$ cat src/rtl/tvpd_pkg.sv
`default_nettype none
package tvpd_pkg;

  // Field widths
  localparam int COORD_BITS  = 12;
  localparam int CFG_COORD_W = 12;
  localparam int DZ_W        = 25;
  localparam int DELTA_W     = COORD_BITS + 1;
  localparam int SQ_W        = 2 * COORD_BITS;
  localparam int DIST_W      = SQ_W + 1;
  localparam int ADDR_W      = 5;
  localparam int DATA_W      = 32;

  // Pad modes; code three is unreachable and treated as idle
  typedef enum logic [1:0] {
    MODE_IDLE   = 2'd0,
    MODE_STICK  = 2'd1,
    MODE_BUTTON = 2'd2
  } pad_mode_t;

  // Direction codes
  typedef enum logic [2:0] {
    DIR_NONE  = 3'd0,
    DIR_UP    = 3'd1,
    DIR_DOWN  = 3'd2,
    DIR_LEFT  = 3'd3,
    DIR_RIGHT = 3'd4
  } dir_t;

  // Register indexes (word address bits)
  typedef enum logic [2:0] {
    REG_BUTTON_X_MIN = 3'd0,
    REG_BUTTON_X_MAX = 3'd1,
    REG_BUTTON_Y_MIN = 3'd2,
    REG_BUTTON_Y_MAX = 3'd3,
    REG_STICK_X_MAX  = 3'd4,
    REG_STICK_Y_MAX  = 3'd5,
    REG_DEAD_ZONE    = 3'd6
  } reg_idx_t;

  typedef struct packed {
    logic [CFG_COORD_W-1:0] button_x_min;
    logic [CFG_COORD_W-1:0] button_x_max;
    logic [CFG_COORD_W-1:0] button_y_min;
    logic [CFG_COORD_W-1:0] button_y_max;
    logic [CFG_COORD_W-1:0] stick_x_max;
    logic [CFG_COORD_W-1:0] stick_y_max;
    logic [DZ_W-1:0]        dead_zone_squared;
  } cfg_t;

  typedef struct packed {
    pad_mode_t             mode;
    logic [COORD_BITS-1:0] ref_x;
    logic [COORD_BITS-1:0] ref_y;
  } pad_state_t;

  typedef struct packed {
    logic handled;
    logic direction_written;
    dir_t direction;
    logic shift_written;
    logic shift;
  } result_t;

  // Reset values of the registers
  localparam logic [CFG_COORD_W-1:0] RST_BUTTON_X_MIN = CFG_COORD_W'(256);
  localparam logic [CFG_COORD_W-1:0] RST_BUTTON_X_MAX = CFG_COORD_W'(512);
  localparam logic [CFG_COORD_W-1:0] RST_BUTTON_Y_MIN = CFG_COORD_W'(96);
  localparam logic [CFG_COORD_W-1:0] RST_BUTTON_Y_MAX = CFG_COORD_W'(448);
  localparam logic [CFG_COORD_W-1:0] RST_STICK_X_MAX  = CFG_COORD_W'(256);
  localparam logic [CFG_COORD_W-1:0] RST_STICK_Y_MAX  = CFG_COORD_W'(448);
  localparam logic [DZ_W-1:0]        RST_DEAD_ZONE    = DZ_W'(1024);

endpackage
`default_nettype wire

$ cat src/rtl/tvpd_cfg.sv
`default_nettype none
module tvpd_cfg (
  input  wire logic                          clk,
  input  wire logic                          rst_n,
  input  wire logic                          psel,
  input  wire logic                          penable,
  input  wire logic                          pwrite,
  input  wire logic [tvpd_pkg::ADDR_W-1:0]   paddr,
  input  wire logic [tvpd_pkg::DATA_W-1:0]   pwdata,
  output logic      [tvpd_pkg::DATA_W-1:0]   prdata,
  output logic                               pready,
  output tvpd_pkg::cfg_t                     cfg
);

  tvpd_pkg::cfg_t     cfg_r;
  tvpd_pkg::reg_idx_t reg_idx;
  logic               wr_en;

  assign reg_idx = tvpd_pkg::reg_idx_t'(paddr[tvpd_pkg::ADDR_W-1:2]);
  assign wr_en   = psel & penable & pwrite;
  assign pready  = 1'b1;
  assign cfg     = cfg_r;

  // Write the addressed register; drop writes past the last one
  always_ff @(posedge clk) begin
    if (!rst_n) begin
      cfg_r.button_x_min      <= tvpd_pkg::RST_BUTTON_X_MIN;
      cfg_r.button_x_max      <= tvpd_pkg::RST_BUTTON_X_MAX;
      cfg_r.button_y_min      <= tvpd_pkg::RST_BUTTON_Y_MIN;
      cfg_r.button_y_max      <= tvpd_pkg::RST_BUTTON_Y_MAX;
      cfg_r.stick_x_max       <= tvpd_pkg::RST_STICK_X_MAX;
      cfg_r.stick_y_max       <= tvpd_pkg::RST_STICK_Y_MAX;
      cfg_r.dead_zone_squared <= tvpd_pkg::RST_DEAD_ZONE;
    end else if (wr_en) begin
      unique case (reg_idx)
        tvpd_pkg::REG_BUTTON_X_MIN:
          cfg_r.button_x_min <= pwdata[tvpd_pkg::CFG_COORD_W-1:0];
        tvpd_pkg::REG_BUTTON_X_MAX:
          cfg_r.button_x_max <= pwdata[tvpd_pkg::CFG_COORD_W-1:0];
        tvpd_pkg::REG_BUTTON_Y_MIN:
          cfg_r.button_y_min <= pwdata[tvpd_pkg::CFG_COORD_W-1:0];
        tvpd_pkg::REG_BUTTON_Y_MAX:
          cfg_r.button_y_max <= pwdata[tvpd_pkg::CFG_COORD_W-1:0];
        tvpd_pkg::REG_STICK_X_MAX:
          cfg_r.stick_x_max <= pwdata[tvpd_pkg::CFG_COORD_W-1:0];
        tvpd_pkg::REG_STICK_Y_MAX:
          cfg_r.stick_y_max <= pwdata[tvpd_pkg::CFG_COORD_W-1:0];
        tvpd_pkg::REG_DEAD_ZONE:
          cfg_r.dead_zone_squared <= pwdata[tvpd_pkg::DZ_W-1:0];
        default: ;
      endcase
    end
  end

  // Read back the addressed register
  always_comb begin
    unique case (reg_idx)
      tvpd_pkg::REG_BUTTON_X_MIN: prdata = tvpd_pkg::DATA_W'(cfg_r.button_x_min);
      tvpd_pkg::REG_BUTTON_X_MAX: prdata = tvpd_pkg::DATA_W'(cfg_r.button_x_max);
      tvpd_pkg::REG_BUTTON_Y_MIN: prdata = tvpd_pkg::DATA_W'(cfg_r.button_y_min);
      tvpd_pkg::REG_BUTTON_Y_MAX: prdata = tvpd_pkg::DATA_W'(cfg_r.button_y_max);
      tvpd_pkg::REG_STICK_X_MAX:  prdata = tvpd_pkg::DATA_W'(cfg_r.stick_x_max);
      tvpd_pkg::REG_STICK_Y_MAX:  prdata = tvpd_pkg::DATA_W'(cfg_r.stick_y_max);
      tvpd_pkg::REG_DEAD_ZONE:    prdata = tvpd_pkg::DATA_W'(cfg_r.dead_zone_squared);
      default:                    prdata = '0;
    endcase
  end

endmodule
`default_nettype wire

$ cat src/rtl/tvpd_decode.sv
`default_nettype none
module tvpd_decode (
  input  wire logic [tvpd_pkg::COORD_BITS-1:0] touch_x,
  input  wire logic [tvpd_pkg::COORD_BITS-1:0] touch_y,
  input  wire logic                            pressed,
  input  wire tvpd_pkg::cfg_t                  cfg,
  input  wire tvpd_pkg::pad_state_t            cur,
  output tvpd_pkg::pad_state_t                 nxt,
  output tvpd_pkg::result_t                    res
);

  localparam int SEC_W = tvpd_pkg::DELTA_W + 1;
  localparam int CMP_W = (tvpd_pkg::DIST_W > tvpd_pkg::DZ_W) ?
                         tvpd_pkg::DIST_W : tvpd_pkg::DZ_W;
  localparam int CRD_W = (tvpd_pkg::COORD_BITS > tvpd_pkg::CFG_COORD_W) ?
                         tvpd_pkg::COORD_BITS : tvpd_pkg::CFG_COORD_W;

  logic signed [tvpd_pkg::DELTA_W-1:0]   dx;
  logic signed [tvpd_pkg::DELTA_W-1:0]   dy;
  logic signed [2*tvpd_pkg::DELTA_W-1:0] sq_x;
  logic signed [2*tvpd_pkg::DELTA_W-1:0] sq_y;
  logic        [tvpd_pkg::DIST_W-1:0]    sum_sq;
  logic                                  outside_dz;
  logic signed [SEC_W-1:0]               sdx;
  logic signed [SEC_W-1:0]               sdy;
  logic signed [SEC_W-1:0]               ndx;
  logic signed [SEC_W-1:0]               ndy;
  tvpd_pkg::dir_t                        sector;
  logic [CRD_W-1:0]                      cx;
  logic [CRD_W-1:0]                      cy;
  logic                                  in_button;
  logic                                  in_stick;

  // Offset to the reference point and its squared length
  assign dx   = $signed({1'b0, touch_x}) - $signed({1'b0, cur.ref_x});
  assign dy   = $signed({1'b0, touch_y}) - $signed({1'b0, cur.ref_y});
  assign sq_x = dx * dx;
  assign sq_y = dy * dy;
  assign sum_sq = {1'b0, sq_x[tvpd_pkg::SQ_W-1:0]} + {1'b0, sq_y[tvpd_pkg::SQ_W-1:0]};
  assign outside_dz = CMP_W'(sum_sq) >= CMP_W'(cfg.dead_zone_squared);

  // Sector by sign and magnitude compares; half-open on the clockwise side
  assign sdx = SEC_W'(dx);
  assign sdy = SEC_W'(dy);
  assign ndx = -sdx;
  assign ndy = -sdy;

  always_comb begin
    priority if ((sdx == '0) && (sdy == '0)) begin
      sector = tvpd_pkg::DIR_RIGHT;
    end else if ((sdx >= sdy) && (sdx > ndy)) begin
      sector = tvpd_pkg::DIR_RIGHT;
    end else if ((sdy > sdx) && (sdy >= ndx)) begin
      sector = tvpd_pkg::DIR_DOWN;
    end else if ((ndx > sdy) && (sdx <= sdy)) begin
      sector = tvpd_pkg::DIR_LEFT;
    end else begin
      sector = tvpd_pkg::DIR_UP;
    end
  end

  // Region hits, strict bounds on every side
  assign cx = CRD_W'(touch_x);
  assign cy = CRD_W'(touch_y);
  assign in_button = (cx > CRD_W'(cfg.button_x_min)) && (cx < CRD_W'(cfg.button_x_max)) &&
                     (cy > CRD_W'(cfg.button_y_min)) && (cy < CRD_W'(cfg.button_y_max));
  assign in_stick  = (cx != '0) && (cx < CRD_W'(cfg.stick_x_max)) &&
                     (cy != '0) && (cy < CRD_W'(cfg.stick_y_max));

  // Mode step and result fields
  always_comb begin
    nxt = cur;
    res = '0;
    unique case (cur.mode)
      tvpd_pkg::MODE_STICK: begin
        res.handled           = 1'b1;
        res.direction_written = 1'b1;
        if (!pressed) begin
          nxt.mode = tvpd_pkg::MODE_IDLE;
        end else if (outside_dz) begin
          res.direction = sector;
        end
      end
      tvpd_pkg::MODE_BUTTON: begin
        res.handled       = 1'b1;
        res.shift_written = 1'b1;
        res.shift         = pressed;
        if (!pressed) begin
          nxt.mode = tvpd_pkg::MODE_IDLE;
        end else begin
          nxt.ref_x = touch_x;
          nxt.ref_y = touch_y;
        end
      end
      default: begin
        nxt.mode = tvpd_pkg::MODE_IDLE;
        if (pressed && in_button) begin
          nxt.mode          = tvpd_pkg::MODE_BUTTON;
          nxt.ref_x         = touch_x;
          nxt.ref_y         = touch_y;
          res.handled       = 1'b1;
          res.shift_written = 1'b1;
          res.shift         = 1'b1;
        end else if (pressed && in_stick) begin
          nxt.mode    = tvpd_pkg::MODE_STICK;
          nxt.ref_x   = touch_x;
          nxt.ref_y   = touch_y;
          res.handled = 1'b1;
        end
      end
    endcase
  end

endmodule
`default_nettype wire

$ cat src/rtl/touch_virtual_pad_decoder.sv
`default_nettype none
// Touch virtual pad decoder.
// Input channel (in_valid/in_ready) takes one touch word per cycle while in_ready is high: x, y and
// the pressed flag. Result channel (out_valid/out_ready) returns exactly one
// word per touch word: handled, direction with its write flag, shift with its
// write flag.
// A word accepted moves through two register stages, the input register and
// then the result register, before it is shown on the result port.
// Throughput: one word per cycle while out_ready stays high; the mode and
// reference point update in the same cycle the word moves into the result
// register, so the next word sees them at once. When the receiver stalls,
// the result register holds its word and the input register holds one more;
// in_ready drops only when both are full. Reset (rst_n low, synchronous)
// empties both stages, returns the pad to idle with a zero reference point
// and loads the default region and dead-zone registers. The user must write
// registers over the APB port only while the pad is idle; it is not enforced.
module touch_virtual_pad_decoder (
  input  wire logic                            clk,
  input  wire logic                            rst_n,
  input  wire logic                            psel,
  input  wire logic                            penable,
  input  wire logic                            pwrite,
  input  wire logic [tvpd_pkg::ADDR_W-1:0]     paddr,
  input  wire logic [tvpd_pkg::DATA_W-1:0]     pwdata,
  output logic      [tvpd_pkg::DATA_W-1:0]     prdata,
  output logic                                 pready,
  input  wire logic                            in_valid,
  output logic                                 in_ready,
  input  wire logic [tvpd_pkg::COORD_BITS-1:0] in_touch_x,
  input  wire logic [tvpd_pkg::COORD_BITS-1:0] in_touch_y,
  input  wire logic                            in_pressed,
  output logic                                 out_valid,
  input  wire logic                            out_ready,
  output logic                                 out_handled,
  output logic                                 out_direction_written,
  output logic      [2:0]                      out_direction,
  output logic                                 out_shift_written,
  output logic                                 out_shift
);

  tvpd_pkg::cfg_t              cfg;
  tvpd_pkg::pad_state_t        state_r;
  tvpd_pkg::pad_state_t        state_nxt;
  tvpd_pkg::result_t           res_nxt;
  tvpd_pkg::result_t           res_r;
  logic                        s1_valid_r;
  logic                        out_valid_r;
  logic [tvpd_pkg::COORD_BITS-1:0] x_r;
  logic [tvpd_pkg::COORD_BITS-1:0] y_r;
  logic                        pressed_r;
  logic                        advance;
  logic                        in_fire;

  tvpd_cfg u_cfg (
    .clk     (clk),
    .rst_n   (rst_n),
    .psel    (psel),
    .penable (penable),
    .pwrite  (pwrite),
    .paddr   (paddr),
    .pwdata  (pwdata),
    .prdata  (prdata),
    .pready  (pready),
    .cfg     (cfg)
  );

  tvpd_decode u_decode (
    .touch_x (x_r),
    .touch_y (y_r),
    .pressed (pressed_r),
    .cfg     (cfg),
    .cur     (state_r),
    .nxt     (state_nxt),
    .res     (res_nxt)
  );

  // Handshake: move the held word on when the result register frees up
  assign advance  = s1_valid_r & (~out_valid_r | out_ready);
  assign in_ready = ~s1_valid_r | advance;
  assign in_fire  = in_valid & in_ready;

  // Input and result stage valids and pad state
  always_ff @(posedge clk) begin
    if (!rst_n) begin
      s1_valid_r    <= 1'b0;
      out_valid_r   <= 1'b0;
      state_r.mode  <= tvpd_pkg::MODE_IDLE;
      state_r.ref_x <= '0;
      state_r.ref_y <= '0;
    end else begin
      if (in_fire) begin
        s1_valid_r <= 1'b1;
      end else if (advance) begin
        s1_valid_r <= 1'b0;
      end
      if (advance) begin
        out_valid_r <= 1'b1;
        state_r     <= state_nxt;
      end else if (out_ready) begin
        out_valid_r <= 1'b0;
      end
    end
  end

  // Payload registers
  always_ff @(posedge clk) begin
    if (in_fire) begin
      x_r       <= in_touch_x;
      y_r       <= in_touch_y;
      pressed_r <= in_pressed;
    end
    if (advance) begin
      res_r <= res_nxt;
    end
  end

  assign out_valid             = out_valid_r;
  assign out_handled           = res_r.handled;
  assign out_direction_written = res_r.direction_written;
  assign out_direction         = res_r.direction;
  assign out_shift_written     = res_r.shift_written;
  assign out_shift             = res_r.shift;

endmodule
`default_nettype wire
$ cat config.mk
export PLATFORM = sky130hd
export DESIGN_NAME = touch_virtual_pad_decoder
export DESIGN_NICKNAME = d
export VERILOG_FILES = /design/src/rtl/tvpd_pkg.sv /design/src/rtl/tvpd_cfg.sv /design/src/rtl/tvpd_decode.sv /design/src/rtl/touch_virtual_pad_decoder.sv
export SDC_FILE = /design/constraint.sdc
export NUM_CORES = 1
export LEC_CHECK = 0
export BUFFER_PORTS_ARGS = -buffer_cell sky130_fd_sc_hd__buf_4
export CAP_MARGIN = 30
export CORE_MARGIN = 2
export CORE_UTILIZATION = 58
export CTS_CLUSTER_SIZE = 16
export DETAILED_ROUTE_END_ITERATION = 7
export PLACE_DENSITY = 0.87
export SLEW_MARGIN = 0
export SYNTH_ARGS = -nofsm -noshare
export SYNTH_HDL_FRONTEND = slang
export SYNTH_SLANG_ARGS = --single-unit
$ cat constraint.sdc
create_clock -name clk -period 9.5 [get_ports clk]
set_input_delay 1.9 -clock clk [delete_from_list [all_inputs] [get_ports clk]]
set_output_delay 1.9 -clock clk [all_outputs]
set_load 0.02 [all_outputs]
* Word level (Yosys, flattened, before mapping)
Cells that the tools add are included.
** Storage, ports and cells
- Register bits :: 157
- Input bits :: 69
- Output and inout port bits :: 42
- Logic and storage cells :: 118
** Cells by class
- $add $sub $neg :: 5
- $mul :: 2
- $lt $le $gt $ge :: 13
- Equal/unequal tests :: 10
- Muxes and demuxes :: 21
- Bitwise logic cells :: 11
- Reduce and logical (&&, ||, !) cells :: 34
** Operator list (number)
- case mux 25 bit (7 select lines) :: 1
- < comparator 12 bit :: 4
- multiplier 13 x 13 -> 24 bit :: 2
- case mux 24 bit (2 select lines) :: 1
- logical NOT 14 bit :: 2
- negation 13 -> 14 bit :: 2
- two-way mux 26 bit :: 1
- subtractor 12 x 12 -> 13 bit :: 2
- adder 24 x 24 -> 25 bit :: 1
- >= comparator 25 bit :: 1
- two-way mux 25 bit :: 1
- > comparator 12 bit :: 2
- two-way mux 24 bit :: 1
- nonzero test 12 bit :: 2
- AND reduction 2 bit :: 8
- two-way mux 3 bit :: 5
- >= comparator 13 x 14 -> 1 bit :: 1
- > comparator 13 x 14 -> 1 bit :: 1
- > comparator 14 x 13 -> 1 bit :: 1
- >= comparator 13 bit :: 1
- > comparator 13 bit :: 1
- less-or-equal comparator 13 bit :: 1
- logical AND 1 bit :: 12
- equality test 3 bit, second input constant :: 3
- 21 further kinds :: 39

* Longest topological paths before layout
- Depth in word-level cells :: 11
- Gate-level depth with buffers :: 45
- Mapped depth without buffers :: 45

* Hierarchy
From an unflattened synthesis, not the netlist that was laid out.
** Second synthesis, totals
- Cell total of the unflattened synthesis :: 2817
- Area total of the unflattened synthesis :: 24517.3 um2
** By module, submodules not included
- tvpd_decode :: instances 1, cells an instance 2190, area an instance 17888.4 um2, seq. area each 0.0 um2
- tvpd_cfg :: instances 1, cells an instance 473, area an instance 4539.4 um2, seq. area each 1941.9 um2
- touch_virtual_pad_decoder :: instances 1, cells an instance 154, area an instance 2089.5 um2, seq. area each 1521.5 um2

* Worst setup path after synthesis
OpenSTA, ideal clock, no wires.
- Path kind :: register to register
- Start :: register y_r[0] in the netlist's numbering
- End :: register res_r (netlist bit out_direction[2]) (data pin)
- Arrival :: 9361 ps
- Path slack :: -117 ps
- Cell stages (with the launch flop) :: 42
- Path buffers :: 0
- Cell sequence :: edfxtp_1 -> inv_1 -> ha_1 -> fa_1 -> nor2b_1 -> o211ai_1 -> a21boi_0 -> nor2_1 -> a211o_1 -> nor2_2 -> clkinv_1 -> nor2_1 -> ha_1 -> xnor2_1 -> fa_1 -> inv_1 -> fa_1 -> fa_1 -> (+6 left out) -> a2bb2oi_1 -> a41oi_1 -> o31a_1 -> ha_1 -> a21oi_1 -> a21boi_0 -> o311ai_1 -> o41ai_1 -> o21bai_1 -> a21oi_1 -> xnor2_1 -> ha_1 -> a21o_1 -> a21oi_1 -> nor2_1 -> nor2_1 -> a21oi_1 -> a32o_1
** Between the ends
- Cells in the longest elaborated chain, start to end :: 6
- Elaborated cells on any way between the ends :: 13
** RTL lines
- start: declaration :: RTL line touch_virtual_pad_decoder.sv:49 : logic [tvpd_pkg::COORD_BITS-1:0] y_r;
- start signal: assignment :: RTL line touch_virtual_pad_decoder.sv:109 : y_r <= in_touch_y;
- subtractor 12 x 12 -> 13 bit (*) :: RTL line tvpd_decode.sv:36 : assign dy = $signed({1'b0, touch_y}) - $signed({1'b0, cur.ref_y});
- parallel branches: the longest is 5 deep, another holds adder 24 x 24 -> 25 bit
- end signal: assignment :: RTL line touch_virtual_pad_decoder.sv:113 : res_r <= res_nxt;
- end: declaration :: RTL line touch_virtual_pad_decoder.sv:45 : tvpd_pkg::result_t res_r;
Every way passes the cells marked *.
A chain may end at the register's enable or synchronous reset.

* Final worst setup path
- Start :: register x_r[1] in the netlist's numbering
- End :: register res_r (netlist bit out_direction[1]) (data pin)
** Between the ends
- Cells in the longest elaborated chain, start to end :: 6
- Elaborated cells on any way between the ends :: 20
** RTL lines
- start: declaration :: RTL line touch_virtual_pad_decoder.sv:48 : logic [tvpd_pkg::COORD_BITS-1:0] x_r;
- start signal: assignment :: RTL line touch_virtual_pad_decoder.sv:108 : x_r <= in_touch_x;
- subtractor 12 x 12 -> 13 bit (*) :: RTL line tvpd_decode.sv:35 : assign dx = $signed({1'b0, touch_x}) - $signed({1'b0, cur.ref_x});
- multiplier 13 x 13 -> 24 bit or negation 13 -> 14 bit (tied branches) :: RTL line tvpd_decode.sv:37, tvpd_decode.sv:45
- adder 24 x 24 -> 25 bit or > comparator 14 x 13 -> 1 bit (tied branches) :: RTL line tvpd_decode.sv:39, tvpd_decode.sv:55
- >= comparator 25 bit or logical AND 1 bit (tied branches) :: RTL line tvpd_decode.sv:40, tvpd_decode.sv:55
- inverter 1 bit (no source line) or two-way mux 2 bit (tied branches)
- OR reduction 5 bit (no source line) or two-way mux 3 bit (tied branches)
Mark *: on every way between the ends. The rest lies on a longest branch, timed or not.

==> results.toml <==
[drt]
dr.pass1.iters = 8
routed_via_density = 5.91
vias = 21000
drt-total-wl_mm = 71.0
drtAntennaViolNets = 0
drtIter0Drc = 1830
wl_per_cell_um = 19.9
drc_errors = 0

[logic_synthesis]
synth_edf_count = 32
syn_avg_cell_area_sq_um = 8.60
async_reset_ff_frac = 0
yosysSeqAreaShare = 0.151
ys.flop_type = "dfxtp_1"
synth.cell_area_sq_um = 23000
synth.ff_latch_count = 157
yosysWarningCount = 0
syn_inst = 2673
ys_types = 81

[cells_and_area]
n_antenna_cell = 0
seqCellArea_sq_um = 3470
multi_input_area_sq_um = 18300
area_delta_synth_final_pct = 22.8
layout-drive-gt1-share = 0.215
stdcell_area_sq_um = 28200
layout.filler_cells = 2503
nNetsFinal = 3683

[cts]
clockBufferDepth = 2
cts_tree = "done"
root_buffer = "clkbuf_16"
clock-sinks = 157
numCtsBuffers = 17
htree_levels = 4
clk_pin_slew_ns = 0.08
hold_buffers = 0
insertion_delay_ns = 0.45

[sta]
fin_crit_ns = 9.92
rsz0062_at_grt = "true"
timing.final.ws_setup_ns = -0.418
fin_hold_ws_ns = 0.461
post-route-period-util = 1.04
slew_headroom = 0.320
finalHoldViolations = 0
finalSetupViolations = 3
max_freq_ghz = 0.101
worst_slew_pin_slew_ns = 1.02
fin_skew_ns = 0.0176
slew_viol_final = 0
fin_tns_setup_ns = -1.11

[die]
placementRows = 72
io_pins = 111
die_y_um = 203
fp.coreArea_sq_um = 38900
die_area_sq_um = 41200
start_util = 0.591
die_w_um = 203

[worst_setup_path]
critical-path-top-delay-family = "adder cells"
crit_buf_inv = 6
cp_slowest_cell = "fa_1"
cpMostUsedCell = "fa_1"
cp.required_ns = 9.78
slowest_delay_ns = 0.52
start_kind = "flop"
crit_fanout = 5
worstSetupPathType = "reg -> reg"
cp.arrival_ns = 10.20
end_kind = "flop"

[grt]
antenna_found_initial = 0
grt_max_degree = 96
grt_pass1_wl_mm = 110
grt_pass1_vias = 22000
grt.overflow.total = 0
track_usage = 0.336

[placement]
gp_congestion = 0.974
postPlaceCellArea_sq_um = 26200
dp_hpwl_mm = 52.8
port_buffers = 93

[run_status]
status = "finished, violations left"
violations = "negative setup slack"

[flow_run]
maxCapViolCount = 0

[hold_path]
hp-class = "reg -> reg"
==> final timing paths <==
path                   start                to  cells past startpoint  slack, ns
setup / recovery      x_r[1]  out_direction[1]                     41      -0.42
hold / removal    state_r[8]        state_r[8]                      2       0.46
setup reg to reg      x_r[1]  out_direction[1]                     41      -0.42
hold reg to reg   state_r[8]        state_r[8]                      2       0.46
==> Yosys cell counts, drive strengths merged (18+ instances only) <==
master | count | share of area
a211oi | 18 | 0.0059
a21boi | 84 | 0.027
a21o | 37 | 0.012
a21oi | 75 | 0.016
and3 | 24 | 0.0065
buf | 18 | 0.0050
clkbuf | 63 | 0.010
dfxtp | 125 | 0.11
edfxtp | 32 | 0.042
fa | 269 | 0.23
ha | 316 | 0.17
inv | 498 | 0.082
mux2i | 50 | 0.022
nand2 | 389 | 0.064
nand2b | 19 | 0.0052
nand3 | 29 | 0.0063
nand4 | 29 | 0.0079
nor2 | 149 | 0.024
nor2b | 35 | 0.0095
nor3 | 33 | 0.0074
o211ai | 22 | 0.0072
o21a | 19 | 0.0062
o21ai | 72 | 0.016
xnor2 | 98 | 0.037
==> flip-flops by register name, summed over array words and instances, names as in the netlist <==
signal                 count
out_direction_written      1
out_shift_written          1
out_shift                  1
out_direction              3
s1_valid_r                 1
pressed_r                  1
out_valid                  1
x_r                       12
u_cfg.cfg                 97
state_r                   26
y_r                       12
out_handled                1
==> worst min-delay path, cell delays in order (launching register included) <==
cell and delay, ns:
dfxtp_1 0.31, nand2_1 0.05, mux2i_1 0.05
==> what timing repair did <==
action,4_1_cts,5_1_grt
buffers inserted,18,16
pin swaps,102,43
endpoints found under the setup margin,3,3
resized for setup,135,93
==> metrics by stage <==
step,cells,util,setup slack [ns]
after global placement,3490,0.673,-0.499
after CTS,3542,0.710,-0.183
after detailed placement,3492,0.673,-0.778
final,3560,0.725,-0.418
after floorplan,2679,-,0.0420
after global routing,3560,0.725,-0.612
==> metal layers <==
layer	global-route usage	vias to the layer above	share of wire
li1	-	9392	-
met1	0.407	10200	0.37
met2	0.567	1088	0.48
met3	0.0613	347	0.087
met4	0.188	0	0.068
met5	0	-	0
==> layout by cell type, fill, tap and decap left out, drive strengths merged, types with 75 or more instances in the layout <==
cell and n:
fa 269, nor2 149, ha 316, xnor2 98
a21boi 84, inv 510, nand2 389, buf 412
dfxtp 125, a21oi 75
==> logic make-up (layout without fill, tap and decap cells) <==
group                      Yosys count  after routing  share of synthesized area
other                                2              8                   0.000327
muxes                               63             63                     0.0335
and+or+nand+nor                    763            763                      0.148
buffers and inverters              587            950                     0.0987
adders and majority gates          585            585                      0.406
DFF                                157            157                      0.151
AOI/OAI and AO/OA                  401            401                      0.118
xor gates and xnor gates           115            115                     0.0441
==> area by class of cell <==
type,count,share of cell area
clock inverter,15,0.00665
tap,518,0.0230
inverter,506,0.0683
timing repair buffer,412,0.114
clock buffer,17,0.0151
sequential,157,0.123
multi-input combinational,1935,0.650
Power is not shown: default switching activity piles up to over one toggle a cycle in this logic, so the estimate is an artifact.
